## config.mk

```make
export PLATFORM = sky130hd
export DESIGN_NAME = canonical_huffman_decoder
export DESIGN_NICKNAME = d
export VERILOG_FILES = /design/src/rtl/core/chd_pkg.sv /design/src/rtl/core/canonical_huffman_decoder.sv
export SDC_FILE = /design/constraint.sdc
export NUM_CORES = 2
export LEC_CHECK = 0
export BUFFER_PORTS_ARGS = -buffer_cell sky130_fd_sc_hd__buf_2
export CORE_AREA = 2 2 433 435
export CTS_CLUSTER_DIAMETER = 120
export DETAILED_ROUTE_END_ITERATION = 7
export DIE_AREA = 0 0 435 437
export PLACE_DENSITY_LB_ADDON = 0.15
export SYNTH_ARGS = -nofsm -noshare
export SYNTH_HDL_FRONTEND = slang
export SYNTH_SLANG_ARGS = --single-unit
```

## constraint.sdc

```tcl
create_clock -name clk -period 8.8 [get_ports clk]
set_input_delay 0 -clock clk [delete_from_list [all_inputs] [get_ports clk]]
set_output_delay 0 -clock clk [all_outputs]
set_load 0.005 [all_outputs]
```

## src/rtl/core/chd_pkg.sv

```systemverilog
// Shared types and constants of the canonical Huffman decoder.
`default_nettype none
package chd_pkg;

	localparam int MAX_SYMBOLS_DEF     = 256;
	localparam int MAX_CODE_LENGTH_DEF = 16;

	localparam int MODE_W   = 3;
	localparam int INDEX_W  = 8;
	localparam int VALUE_W  = 9;
	localparam int SYMBOL_W = 8;
	localparam int LENGTH_W = 5;
	localparam int STATUS_W = 3;
	localparam int TOTAL_W  = 10;

	localparam int S_TDATA_W = 24;
	localparam int M_TDATA_W = 16;

	localparam logic [MODE_W-1:0] MODE_LOAD_COUNT  = 3'd0;
	localparam logic [MODE_W-1:0] MODE_LOAD_SYMBOL = 3'd1;
	localparam logic [MODE_W-1:0] MODE_FINISH      = 3'd2;
	localparam logic [MODE_W-1:0] MODE_BIT         = 3'd3;
	localparam logic [MODE_W-1:0] MODE_END         = 3'd4;

	localparam logic [STATUS_W-1:0] STAT_OK        = 3'd0;
	localparam logic [STATUS_W-1:0] STAT_END       = 3'd1;
	localparam logic [STATUS_W-1:0] STAT_TOO_LONG  = 3'd2;
	localparam logic [STATUS_W-1:0] STAT_BAD_INDEX = 3'd3;
	localparam logic [STATUS_W-1:0] STAT_BAD_TABLE = 3'd4;
	localparam logic [STATUS_W-1:0] STAT_EMPTY     = 3'd5;

	localparam logic [LENGTH_W-1:0] LEN_TOO_LONG = 5'd17;

	typedef enum logic [2:0] {
		ST_IDLE,
		ST_BUILD,
		ST_DECODE,
		ST_READ,
		ST_EMIT
	} chd_state_t;

endpackage
`default_nettype wire

```

## src/rtl/core/canonical_huffman_decoder.sv

```systemverilog
// Canonical Huffman decoder: table build sequencer, bit decoder and symbol store.
//
// Usage: configure symbol_count through cfg_wr_en/cfg_wr_data while idle, then send
// items on the s_ stream. s_tuser carries the mode; s_tdata carries the operands.
// Load-count and load-symbol items give no result.
// A finish item runs the table builder, one code length per cycle, and gives one
// result (status ok or bad table).
// A code bit item gives no result while the code is still partial; when it ends a
// code or hits an error it gives one result, after a further read step when the
// symbol store is read. The per-length compare and index add run in one decode
// step; the symbol store has a registered read port, which adds the read step.
// End-of-stream gives a result only when a partial code is pending.
// Results leave on the m_ stream from one output register. While it waits for
// m_tready the block still accepts the next item; a second result waits inside
// the block and holds off further input until the register frees.
// Reset clears the length counts, per-length flags and offsets, the partial code
// and the table-ready flag; no finished table exists until a finish item succeeds. The
// symbol store is not cleared; entries must be loaded before they are decoded.
`default_nettype none
module canonical_huffman_decoder #(
	parameter int MAX_SYMBOLS     = chd_pkg::MAX_SYMBOLS_DEF,
	parameter int MAX_CODE_LENGTH = chd_pkg::MAX_CODE_LENGTH_DEF
) (
	input  wire logic                          clk,
	input  wire logic                          arst_n,
	input  wire logic                          cfg_wr_en,
	input  wire logic [chd_pkg::VALUE_W-1:0]   cfg_wr_data,  // symbol_count
	input  wire logic                          s_tvalid,
	output logic                               s_tready,
	// [7:0] entry_index, [16:8] load_value, [17] stream_bit
	input  wire logic [chd_pkg::S_TDATA_W-1:0] s_tdata,
	input  wire logic [chd_pkg::MODE_W-1:0]    s_tuser,      // [2:0] mode
	output logic                               m_tvalid,
	input  wire logic                          m_tready,
	output logic [chd_pkg::M_TDATA_W-1:0]      m_tdata,      // [7:0] symbol, [12:8] code_length
	output logic [chd_pkg::STATUS_W-1:0]       m_tuser       // [2:0] status
);
	import chd_pkg::*;

	localparam int SW = $clog2(MAX_SYMBOLS);
	localparam int LW = $clog2(MAX_CODE_LENGTH);
	localparam int BW = $clog2(MAX_CODE_LENGTH + 2);
	localparam int ML = MAX_CODE_LENGTH;
	localparam int IW = (MAX_CODE_LENGTH + 2 > TOTAL_W) ? MAX_CODE_LENGTH + 2 : TOTAL_W;

	chd_state_t state_q, state_d;

	logic [VALUE_W-1:0]  symbol_count_q;
	logic [VALUE_W-1:0]  counts_q [MAX_CODE_LENGTH];
	logic                has_q    [MAX_CODE_LENGTH];
	logic [ML-1:0]       max_q    [MAX_CODE_LENGTH];
	logic [IW-1:0]       off_q    [MAX_CODE_LENGTH];
	logic [SYMBOL_W-1:0] store_q  [MAX_SYMBOLS];

	logic                table_ready_q;
	logic [ML-1:0]       acc_q;
	logic [BW-1:0]       bits_q;
	logic                bit_q;

	logic [BW-1:0]       len_q;
	logic [IW-1:0]       code_q;
	logic [TOTAL_W-1:0]  total_q;

	logic [SYMBOL_W-1:0] rd_q;
	logic [SYMBOL_W-1:0] res_symbol_q;
	logic [LENGTH_W-1:0] res_len_q;
	logic [STATUS_W-1:0] res_status_q;
	logic                m_tvalid_q;
	logic [SYMBOL_W-1:0] m_symbol_q;
	logic [LENGTH_W-1:0] m_len_q;
	logic [STATUS_W-1:0] m_status_q;

	logic [MODE_W-1:0]   in_mode;
	logic [INDEX_W-1:0]  in_index;
	logic [VALUE_W-1:0]  in_value;
	logic                in_bit;
	logic                accept;
	logic                out_free;

	assign in_mode  = s_tuser;
	assign in_index = s_tdata[7:0];
	assign in_value = s_tdata[16:8];
	assign in_bit   = s_tdata[17];
	assign accept   = s_tvalid && s_tready;
	assign out_free = !m_tvalid_q || m_tready;

	// table builder step for length len_q
	logic [LW-1:0]      bidx;
	logic [VALUE_W-1:0] cnt;
	logic [TOTAL_W-1:0] tot_sum;
	logic [IW-1:0]      code_sum;
	logic               over_cap;
	logic               overfull;
	logic               build_last;

	assign bidx       = LW'(len_q - BW'(1));
	assign cnt        = counts_q[bidx];
	assign tot_sum    = total_q + TOTAL_W'(cnt);
	assign code_sum   = code_q + IW'(cnt);
	assign over_cap   = tot_sum > TOTAL_W'(MAX_SYMBOLS);
	assign overfull   = code_sum >= (IW'(1) << len_q);
	assign build_last = len_q == BW'(MAX_CODE_LENGTH);

	// decode step: shared compare and index add at length bits_q + 1
	logic [LW-1:0]      didx;
	logic [ML-1:0]      acc_n;
	logic [BW-1:0]      n_len;
	logic               too_long;
	logic               match;
	logic [IW-1:0]      sum;
	logic               neg;
	logic               over;
	logic [VALUE_W-1:0] limit;
	logic               empty;

	assign didx     = bits_q[LW-1:0];
	assign acc_n    = {acc_q[ML-2:0], bit_q};
	assign n_len    = bits_q + BW'(1);
	assign too_long = bits_q == BW'(MAX_CODE_LENGTH);
	assign match    = has_q[didx] && (acc_n <= max_q[didx]);
	assign sum      = IW'(acc_n) + off_q[didx];
	assign neg      = sum[IW-1];
	assign over     = !neg && (sum >= IW'(MAX_SYMBOLS));
	assign limit    = (symbol_count_q < VALUE_W'(MAX_SYMBOLS)) ? symbol_count_q
	                                                           : VALUE_W'(MAX_SYMBOLS);
	assign empty    = sum >= IW'(limit);

	always_comb begin
		state_d = state_q;
		case (state_q)
			ST_IDLE: begin
				if (accept) begin
					case (in_mode)
						MODE_FINISH: state_d = ST_BUILD;
						MODE_BIT:    state_d = ST_DECODE;
						MODE_END:    state_d = (bits_q != '0) ? ST_EMIT : ST_IDLE;
						default:     state_d = ST_IDLE;
					endcase
				end
			end
			ST_BUILD: begin
				if (over_cap || overfull || build_last) state_d = ST_EMIT;
			end
			ST_DECODE: begin
				if (!table_ready_q || too_long) state_d = ST_EMIT;
				else if (!match) state_d = ST_IDLE;
				else if (neg || over || empty) state_d = ST_EMIT;
				else state_d = ST_READ;
			end
			ST_READ: state_d = ST_EMIT;
			ST_EMIT: begin
				if (out_free) state_d = ST_IDLE;
			end
			default: state_d = ST_IDLE;
		endcase
	end

	always_comb begin
		s_tready = 1'b0;
		case (state_q)
			ST_IDLE: s_tready = 1'b1;
			default: s_tready = 1'b0;
		endcase
	end

	always_ff @(posedge clk or negedge arst_n) begin
		if (!arst_n) begin
			state_q        <= ST_IDLE;
			symbol_count_q <= '0;
			table_ready_q  <= 1'b0;
			acc_q          <= '0;
			bits_q         <= '0;
			len_q          <= '0;
			code_q         <= '0;
			total_q        <= '0;
			m_tvalid_q     <= 1'b0;
			for (int i = 0; i < MAX_CODE_LENGTH; i++) begin
				counts_q[i] <= '0;
				has_q[i]    <= 1'b0;
				off_q[i]    <= '0;
			end
		end else begin
			state_q <= state_d;
			if (cfg_wr_en) symbol_count_q <= cfg_wr_data;
			if (state_q == ST_EMIT && out_free) m_tvalid_q <= 1'b1;
			else if (m_tready) m_tvalid_q <= 1'b0;
			case (state_q)
				ST_IDLE: begin
					if (accept) begin
						case (in_mode)
							MODE_LOAD_COUNT: begin
								if (in_index < INDEX_W'(MAX_CODE_LENGTH)) begin
									counts_q[in_index[LW-1:0]] <= in_value;
									table_ready_q <= 1'b0;
									acc_q  <= '0;
									bits_q <= '0;
								end
							end
							MODE_FINISH: begin
								len_q   <= BW'(1);
								code_q  <= '0;
								total_q <= '0;
								table_ready_q <= 1'b0;
								acc_q  <= '0;
								bits_q <= '0;
							end
							MODE_END: begin
								acc_q  <= '0;
								bits_q <= '0;
							end
							default: ;
						endcase
					end
				end
				ST_BUILD: begin
					if (!over_cap) begin
						has_q[bidx] <= cnt != '0;
						off_q[bidx] <= IW'(total_q) - code_q;
					end
					if (!over_cap && !overfull) begin
						code_q  <= code_sum << 1;
						total_q <= tot_sum;
						len_q   <= len_q + BW'(1);
						if (build_last) table_ready_q <= 1'b1;
					end
				end
				ST_DECODE: begin
					if (!table_ready_q || too_long || match) begin
						acc_q  <= '0;
						bits_q <= '0;
					end else begin
						// hold the partial code
						acc_q  <= acc_n;
						bits_q <= n_len;
					end
				end
				default: ;
			endcase
		end
	end

	// payload: tables, symbol store, result staging and output register
	always_ff @(posedge clk) begin
		if (accept && in_mode == MODE_LOAD_SYMBOL && VALUE_W'(in_index) < VALUE_W'(MAX_SYMBOLS))
			store_q[in_index[SW-1:0]] <= in_value[SYMBOL_W-1:0];
		if (state_q == ST_DECODE) rd_q <= store_q[sum[SW-1:0]];
		if (state_q == ST_BUILD && !over_cap) max_q[bidx] <= ML'(code_sum - IW'(1));
		if (state_q == ST_IDLE && accept && in_mode == MODE_BIT) bit_q <= in_bit;

		case (state_q)
			ST_IDLE: begin
				res_symbol_q <= '0;
				res_len_q    <= '0;
				res_status_q <= STAT_END;
			end
			ST_BUILD: begin
				res_symbol_q <= '0;
				res_len_q    <= '0;
				res_status_q <= (over_cap || overfull) ? STAT_BAD_TABLE : STAT_OK;
			end
			ST_DECODE: begin
				res_symbol_q <= '0;
				if (!table_ready_q) begin
					res_len_q    <= '0;
					res_status_q <= STAT_BAD_TABLE;
				end else if (too_long) begin
					res_len_q    <= LEN_TOO_LONG;
					res_status_q <= STAT_TOO_LONG;
				end else begin
					res_len_q <= LENGTH_W'(n_len);
					if (neg || over) res_status_q <= STAT_BAD_INDEX;
					else if (empty) res_status_q <= STAT_EMPTY;
					else res_status_q <= STAT_OK;
				end
			end
			ST_READ: res_symbol_q <= rd_q;
			ST_EMIT: begin
				if (out_free) begin
					m_symbol_q <= res_symbol_q;
					m_len_q    <= res_len_q;
					m_status_q <= res_status_q;
				end
			end
			default: ;
		endcase
	end

	assign m_tvalid = m_tvalid_q;
	assign m_tdata  = {3'b000, m_len_q, m_symbol_q};
	assign m_tuser  = m_status_q;

	assert property (@(posedge clk) disable iff (!arst_n)
		$rose(m_tvalid_q) |-> $past(state_q) == ST_EMIT)
		else $error("result appeared outside the emit step");

	assert property (@(posedge clk) disable iff (!arst_n)
		state_q == ST_READ |-> table_ready_q && $past(state_q) == ST_DECODE)
		else $error("symbol read without a finished table");

	assert property (@(posedge clk) disable iff (!arst_n)
		bits_q <= BW'(MAX_CODE_LENGTH))
		else $error("partial code longer than the longest length");

	assert property (@(posedge clk) disable iff (!arst_n)
		state_q == ST_BUILD |-> len_q >= BW'(1) && len_q <= BW'(MAX_CODE_LENGTH))
		else $error("table builder length out of range");

	assert property (@(posedge clk) disable iff (!arst_n)
		state_q == ST_DECODE |-> $past(state_q) == ST_IDLE)
		else $error("decode step not started from idle");

endmodule
`default_nettype wire

```

-- Word level (Yosys, flattened, before mapping)
Memories as Yosys holds them, arrays and structs flattened. A register that Yosys moved wholly into a read port is not among the register bits.
Cells that the tools add are included.
- add/sub/neg operators: 8
- order comparisons: 12
- eq/ne operators: 19
- shift-type cells: 1
- mux-type cells: 73
- bitwise operators: 4
- reductions and logical operators: 43
- operators by type and width (cell ; number):
    bitwise mux 288 bit ; 1
    bitwise mux 144 bit ; 1
    two-way mux 18 bit ; 6
    binary-select mux 18 bit (select 4 bit) ; 1
    demux 18 bit (select 4 bit) ; 1
    one-hot mux 15 bit (2 select lines) ; 2
    two-way mux 15 bit ; 3
    two-way mux 5 bit ; 8
    one-hot mux 5 bit (2 select lines) ; 4
    binary-select mux 9 bit (select 4 bit) ; 1
    demux 9 bit (select 4 bit) ; 1
    two-way mux 3 bit ; 12
    two-way mux 9 bit ; 4
    one-hot mux 18 bit (2 select lines) ; 1
    two-way mux 10 bit ; 3
    one-hot mux 10 bit (2 select lines) ; 1
    adder 16 x 18 -> 18 bit ; 1
    adder 18 x 9 -> 18 bit ; 1
    greater-or-equal comparator 18 bit ; 1
    greater-or-equal comparator 18 x 9 -> 1 bit ; 1
    greater-or-equal comparator 18 x 9 -> 1 bit, second input constant ; 1
    one-hot mux 3 bit (3 select lines) ; 2
    left shift 1 x 5 -> 18 bit, first input constant ; 1
    subtractor 10 x 18 -> 18 bit ; 1
    other kinds (42) ; 101
- register bits: 548
- memory bits (writable): 2304
- output and inout port bits: 21
- logic and storage cells: 226
- memories: 2
- memories (memory ; depth ; width ; rd ports ; clocked after Yosys merged registers in ; write ports ; RTL line ; RTL):
    store_q ; 256 ; 8 ; 1 ; 1 ; 1 ; canonical_huffman_decoder.sv:53 ; logic [SYMBOL_W-1:0] store_q [MAX_SYMBOLS];
    max_q ; 16 ; 16 ; 1 ; 0 ; 1 ; canonical_huffman_decoder.sv:51 ; logic [ML-1:0] max_q [MAX_CODE_LENGTH];

-- Longest topological paths before layout
- depth in word-level cells: 13
- depth in mapped cells: 30
- gate-level depth less buffers: 24

-- Least setup slack after synthesis
Ideal clock, no wire load.
- path type: register to register
- start: register len_q[0]
- end: memory max_q[5][0] (netlist name) (enable)
- setup time: 0.437 ns
- arrival time: 6.892 ns
- slack: 1.471 ns
- stages on the path, launching flop included: 19
- buffers on the path: 5
- period minus slack after synthesis: 7.329 ns
- cell sequence: dfrtp_1 buf_2 clkbuf_1 inv_1 ha_1 clkbuf_1 clkbuf_1 mux4_2 mux4_2 ha_1 fa_1 a21o_1 a211oi_1 o221ai_1 a21oi_1 o211ai_1 and2_0 clkbuf_1 nor4_1
- cells in the longest elaborated chain, start to end: 11
- ends and longest elaborated chain (element ; RTL line ; RTL):
    start: declaration ; canonical_huffman_decoder.sv:60 ; logic [BW-1:0] len_q;
    start signal: assignment ; canonical_huffman_decoder.sv:223 ; len_q <= len_q + BW'(1);
    subtractor 4 x 1 -> 4 bit (*) ; canonical_huffman_decoder.sv:96 ; assign bidx = LW'(len_q - BW'(1));
    inverter 4 -> 5 bit (not written as such) ; canonical_huffman_decoder.sv:97 ; assign cnt = counts_q[bidx];
    binary-select mux 9 bit (select 4 bit) ; canonical_huffman_decoder.sv:97 ;
    two-way mux 9 bit (not written as such) (2 in series) ; canonical_huffman_decoder.sv:97 ;
    adder 10 x 9 -> 10 bit ; canonical_huffman_decoder.sv:98 ; assign tot_sum = total_q + TOTAL_W'(cnt);
    greater-than comparator 10 x 9 -> 1 bit ; canonical_huffman_decoder.sv:100 ; assign over_cap = tot_sum > TOTAL_W'(MAX_SYMBOLS);
    zero test 1 bit ; canonical_huffman_decoder.sv:247 ; if (state_q == ST_BUILD && !over_cap) max_q[bidx] <= ML'(code_sum - IW'(1));
    logical AND 1 bit ; canonical_huffman_decoder.sv:247 ;
    two-way mux 1 bit ; canonical_huffman_decoder.sv:247 ;
    two-way mux 1 bit (not written as such) ; canonical_huffman_decoder.sv:247 ;
    end: declaration ; canonical_huffman_decoder.sv:51 ;
Every way passes the cells marked *; elsewhere a longest branch is shown, timed or not. The select of a mux whose other input is x is not followed.

-- Worst setup path after layout
- start: register len_q[2]
- end: register total_q[0]
- cells in the longest elaborated chain, start to end: 11
- ends and longest elaborated chain (element ; RTL line ; RTL):
    subtractor 4 x 1 -> 4 bit ; canonical_huffman_decoder.sv:96 ;
    inverter 4 -> 5 bit (not written as such) ; canonical_huffman_decoder.sv:97 ;
    binary-select mux 9 bit (select 4 bit) ; canonical_huffman_decoder.sv:97 ;
    two-way mux 9 bit (not written as such) (2 in series) ; canonical_huffman_decoder.sv:97 ;
    adder 18 x 9 -> 18 bit or adder 10 x 9 -> 10 bit (tied branches) ; canonical_huffman_decoder.sv:99, canonical_huffman_decoder.sv:98 ;
    greater-or-equal comparator 18 bit or greater-than comparator 10 x 9 -> 1 bit (tied branches) ; canonical_huffman_decoder.sv:101, canonical_huffman_decoder.sv:100 ;
    zero test 1 bit ; canonical_huffman_decoder.sv:220 ; if (!over_cap && !overfull) begin
    logical AND 1 bit ; canonical_huffman_decoder.sv:220 ;
    inequality test 2 bit (no line) ; n/a ;
    AND reduction 4 bit (no line) ; n/a ;
    end signal: assignment ; canonical_huffman_decoder.sv:222 ; total_q <= tot_sum;
    end: declaration ; canonical_huffman_decoder.sv:62 ; logic [TOTAL_W-1:0] total_q;
Parallel ways exist; a longest one is shown, timed or not. The select of a mux whose other input is x is not followed.
A chain may end at the register's enable or synchronous reset.

==> run_results.csv <==
group,metric,value,unit
drt,dr.pass1.iters,6,
place,port_buffers,52,
worst_setup_path,critical_path_class,"reg -> reg",
die,die_w,435,um
synthesis,synth_edf_count,2345,
place,post-dp-hpwl,161000,um
die,ioPinCount,62,
run,maxCapViolations,0,
worst_setup_path,r2r-end,"total_q[0]$_DFFE_PN0P_",
grt,gr-total-overflow,0,
synthesis,netlist_top_cells_area,"edfxtp_1 61%, mux4_2 17%, dfrtp_1 11%",
final_layout,area_growth,11.37,%
worst_setup_path,ff2ff_setup_slack,1.22,ns
pwr,power_density,290.8,nW/um^2
drt,post_drt_wl_per_cell,31.12,um
drt,drtAntennaViolNets,0,
cts,cts_tree,"yes",
grt,track_usage,29.52,%
synthesis,yosys_warnings,0,
pwr,p_leak,44.34,nW
worst_setup_path,worstPathArrival,8.30,ns
drt,drc,0,
synthesis,syn-cell-area,116200,um^2
cts,clk_root_buffer_cell,"clkbuf_16",
synthesis,synth-async-reset-ratio,17.98,%
final_layout,fin_cells,8891,
timing,period_share,86.15,%
synthesis,ys_types,67,
die,rows,158,
place,dpl.cell_count,8321,
synthesis,synth_top_area_share,60.60,%
timing,fin_skew,0.05024,ns
worst_setup_path,max_stage_delay,0.96,ns
grt,antenna_found_initial,8,
pwr,vdd_drop_max,0.4021,mV
final_layout,fill_cells,11270,
cts,insertion_delay,0.94,ns
cts,htree_levels,5,
cts,cts_buffer_depth,4,
worst_setup_path,worstSetupEndpointType,"flop",
final_layout,fin_area,129400,um^2
synthesis,synth-seq-area-share,71.67,%
timing,fmax,131.9,MHz
drt,vias,59241,
final_layout,layout_common_cells,"2345 x edfxtp_1, 889 x mux4_2, 509 x dfrtp_1, 417 x nand2_1, 331 x nor2_1",
timing,grt_setup_unrepaired,"false",
cts,cts.repair.resized,0,
worst_setup_path,cp-start-kind,"flop",
cts,clk_pin_slew,0.06,ns
worst_setup_path,critPathLaunch,"len_q[2]$_DFFE_PN0P_",
grt,grt_pass1_wl,408500,um
cts,numCtsBuffers,298,
worst_setup_path,crit_slowest_cell,"and2_1",
die,fp.coreArea,185000,um^2
worst_setup_path,crit_required,9.51,ns
synthesis,synthFlopType,"edfxtp_1",
drt,viasPerCell,6.663,
worst_setup_path,crit_top_cell,"o21ai_0",
final_layout,layout_commonest_cell,"edfxtp_1",
timing,final_max_slew_viol_count,0,
synthesis,synth_top_area_cell,"edfxtp_1",
status,status,"finished, final reports clean",
synthesis,synth.avg_cell_area,19.24,um^2
worst_setup_path,crit_fanout,29,
place,placed_area,119400,um^2
timing,slew_headroom,10.94,%
final_layout,drive_above_1_share,26.01,%
cts,cts.sinks,2859,
drt,drt_wl_total,276700,um
synthesis,ys_ff_latch,2859,
final_layout,finalNetCount,6338,
die,die_h,437,um
place,gp_congestion,0.8891,
worst_setup_path,r2r-start,"len_q[2]$_DFFE_PN0P_",
timing,layout_min_cycle_time,7.581,ns
die,initial_core_util,62.80,%
grt,grt_max_degree,176,
synthesis,synth_cells,6041,
die,fp.dieArea,190100,um^2
grt,grt_pass1_vias,60158,
timing,setup_viol_count_final,0,
worst_setup_path,reg2regPathDepth,21,
timing,tightest_slew,1.326,ns
timing,hold_viol_final,0,
worst_hold_path,min_path_type,"in -> reg",
timing,tns,0,ns
drt,drt_iter0_markers,6931,
worst_setup_path,critPathCapture,"total_q[0]$_DFFE_PN0P_",
worst_setup_path,path_cells,"nor3_1, xor2_2, buf_4, mux4_2, ha_1, o21ai_0, o21ai_0, nand3_1, a211oi_1, and3_1, xnor2_1, inv_1, ha_1, and3_1, nand3_1, a221oi_1, o21ai_0, a211o_1, nand4_4, and2_1, o21ai_0",
-- cell usage after synthesis, types with 4 or more instances --
| master | instances |
|---|---|
| ha_1 | 97 |
| nand3_1 | 74 |
| nand2_1 | 417 |
| mux2i_1 | 14 |
| dfrtp_1 | 514 |
| a21oi_1 | 47 |
| buf_2 | 36 |
| nor4_1 | 13 |
| a211o_1 | 4 |
| xnor2_1 | 31 |
| o21a_1 | 10 |
| and2_1 | 22 |
| a22o_1 | 20 |
| buf_1 | 54 |
| nor3_1 | 34 |
| inv_1 | 74 |
| o211ai_1 | 7 |
| or3_1 | 13 |
| a31oi_1 | 5 |
| clkbuf_1 | 267 |
| nand2b_1 | 8 |
| nand3_2 | 4 |
| xor2_1 | 29 |
| nor2b_1 | 27 |
| mux2_2 | 182 |
| fa_1 | 4 |
| a211oi_1 | 11 |
| a21o_1 | 29 |
| o2111ai_1 | 4 |
| mux4_2 | 889 |
| a2111oi_0 | 4 |
| nor2_1 | 331 |
| o21ai_0 | 331 |
| nand4_1 | 21 |
| and3_1 | 18 |
| edfxtp_1 | 2345 |
-- final cells by class --
type	count	area, um^2	share of cell area, %
clock inverters	128	1277	0.9872
flip-flops and latches	2859	83290	64.37
clock buffers	386	8155	6.302
multi-input cells	2748	31360	24.24
well taps	2480	3103	2.398
inverters	76	285.3	0.2204
repair buffers	213	1927	1.489
diodes	1	2.502	0.001934
-- what timing repair did --
| action | in CTS | in global routing |
|---|---|---|
| hold buffers | 55 | 0 |
| buffers inserted | 0 | 0 |
| endpoints found under the hold margin | 1106 | 0 |
| endpoints found under the setup margin | 0 | 0 |
-- flip-flops by register name, indices dropped and copies added (netlist names), 9 cells and up --
register	count
store_q	2048
off_q	288
max_q	256
counts_q	144
code_q	17
has_q	16
acc_q	15
total_q	10
symbol_count_q	9
-- worst min-delay path by stage --
stage | slack [ns] | endpoint | depth (start not counted) | startpoint
CTS | 0.04 | store_q[207][2]$_DFFE_PP_ | 3 | s_tdata[6]
global route | 0.04 | store_q[207][2]$_DFFE_PP_ | 3 | s_tdata[6]
detailed placement | 0.16 | has_q[7]$_DFFE_PN0P_ | 1 | arst_n
global placement | 0.15 | has_q[7]$_DFFE_PN0P_ | 1 | arst_n
floorplan | -0.30 | acc_q[0]$_DFFE_PN0P_ | 0 | arst_n
finish | 0.07 | store_q[207][2]$_DFFE_PP_ | 3 | s_tdata[6]
-- worst max-delay path, delay by kind of cell (launching register included) --
family | cells | cell delay (ns)
and+or+nand+nor | 7 | 2.24
AOI/OAI and AO/OA | 7 | 2.05
xor gates and xnor gates | 2 | 0.83
adders and majority gates | 2 | 0.67
DFF | 1 | 0.58
muxes | 1 | 0.56
buffers and inverters | 2 | 0.44
-- cell families (layout without fill, tap and decap cells) --
| group | after synthesis | count (layout) | share of synthesized area [%] |
|---|---|---|---|
| buffers and inverters | 436 | 803 | 1.457 |
| xor gates and xnor gates | 61 | 61 | 0.4662 |
| and+or+nand+nor | 997 | 997 | 3.684 |
| AOI/OAI and AO/OA | 501 | 501 | 2.494 |
| muxes | 1085 | 1085 | 19.11 |
| other | 1 | 4 | 0.003227 |
| adders and majority gates | 101 | 101 | 1.113 |
| DFF | 2859 | 2859 | 71.67 |
-- per-stage QoR --
stage                     setup WS, ns  hold slack, ns  utilization (%)  power, mW
after floorplan                  1.471         -0.2956                -      22.26
after global placement           1.579          0.1490            64.53      25.35
after detailed placement         1.456          0.1563            64.53      25.54
after CTS                        1.416         0.04139            69.93      37.77
after global routing            0.7567         0.04431            69.93      38.90
final                            1.219         0.06914            69.94      37.63
-- routing by layer --
metal / track usage, % / part of all wire, % / up-vias
met2: 47.90 / 50 / 2707
li1: - / - / 24546
met3: 5.071 / 7.6 / 602
met4: 11.42 / 4.2 / 6
met5: 0 / 0.015 / -
met1: 40.85 / 38 / 31380
-- report_power, final --
part	switching (mW)	internal [mW]
combinational	5.62	3.76
sequential	0.346	15.6
clock	5.00	7.27
No activity file was read; power rests on OpenSTA's default activity.
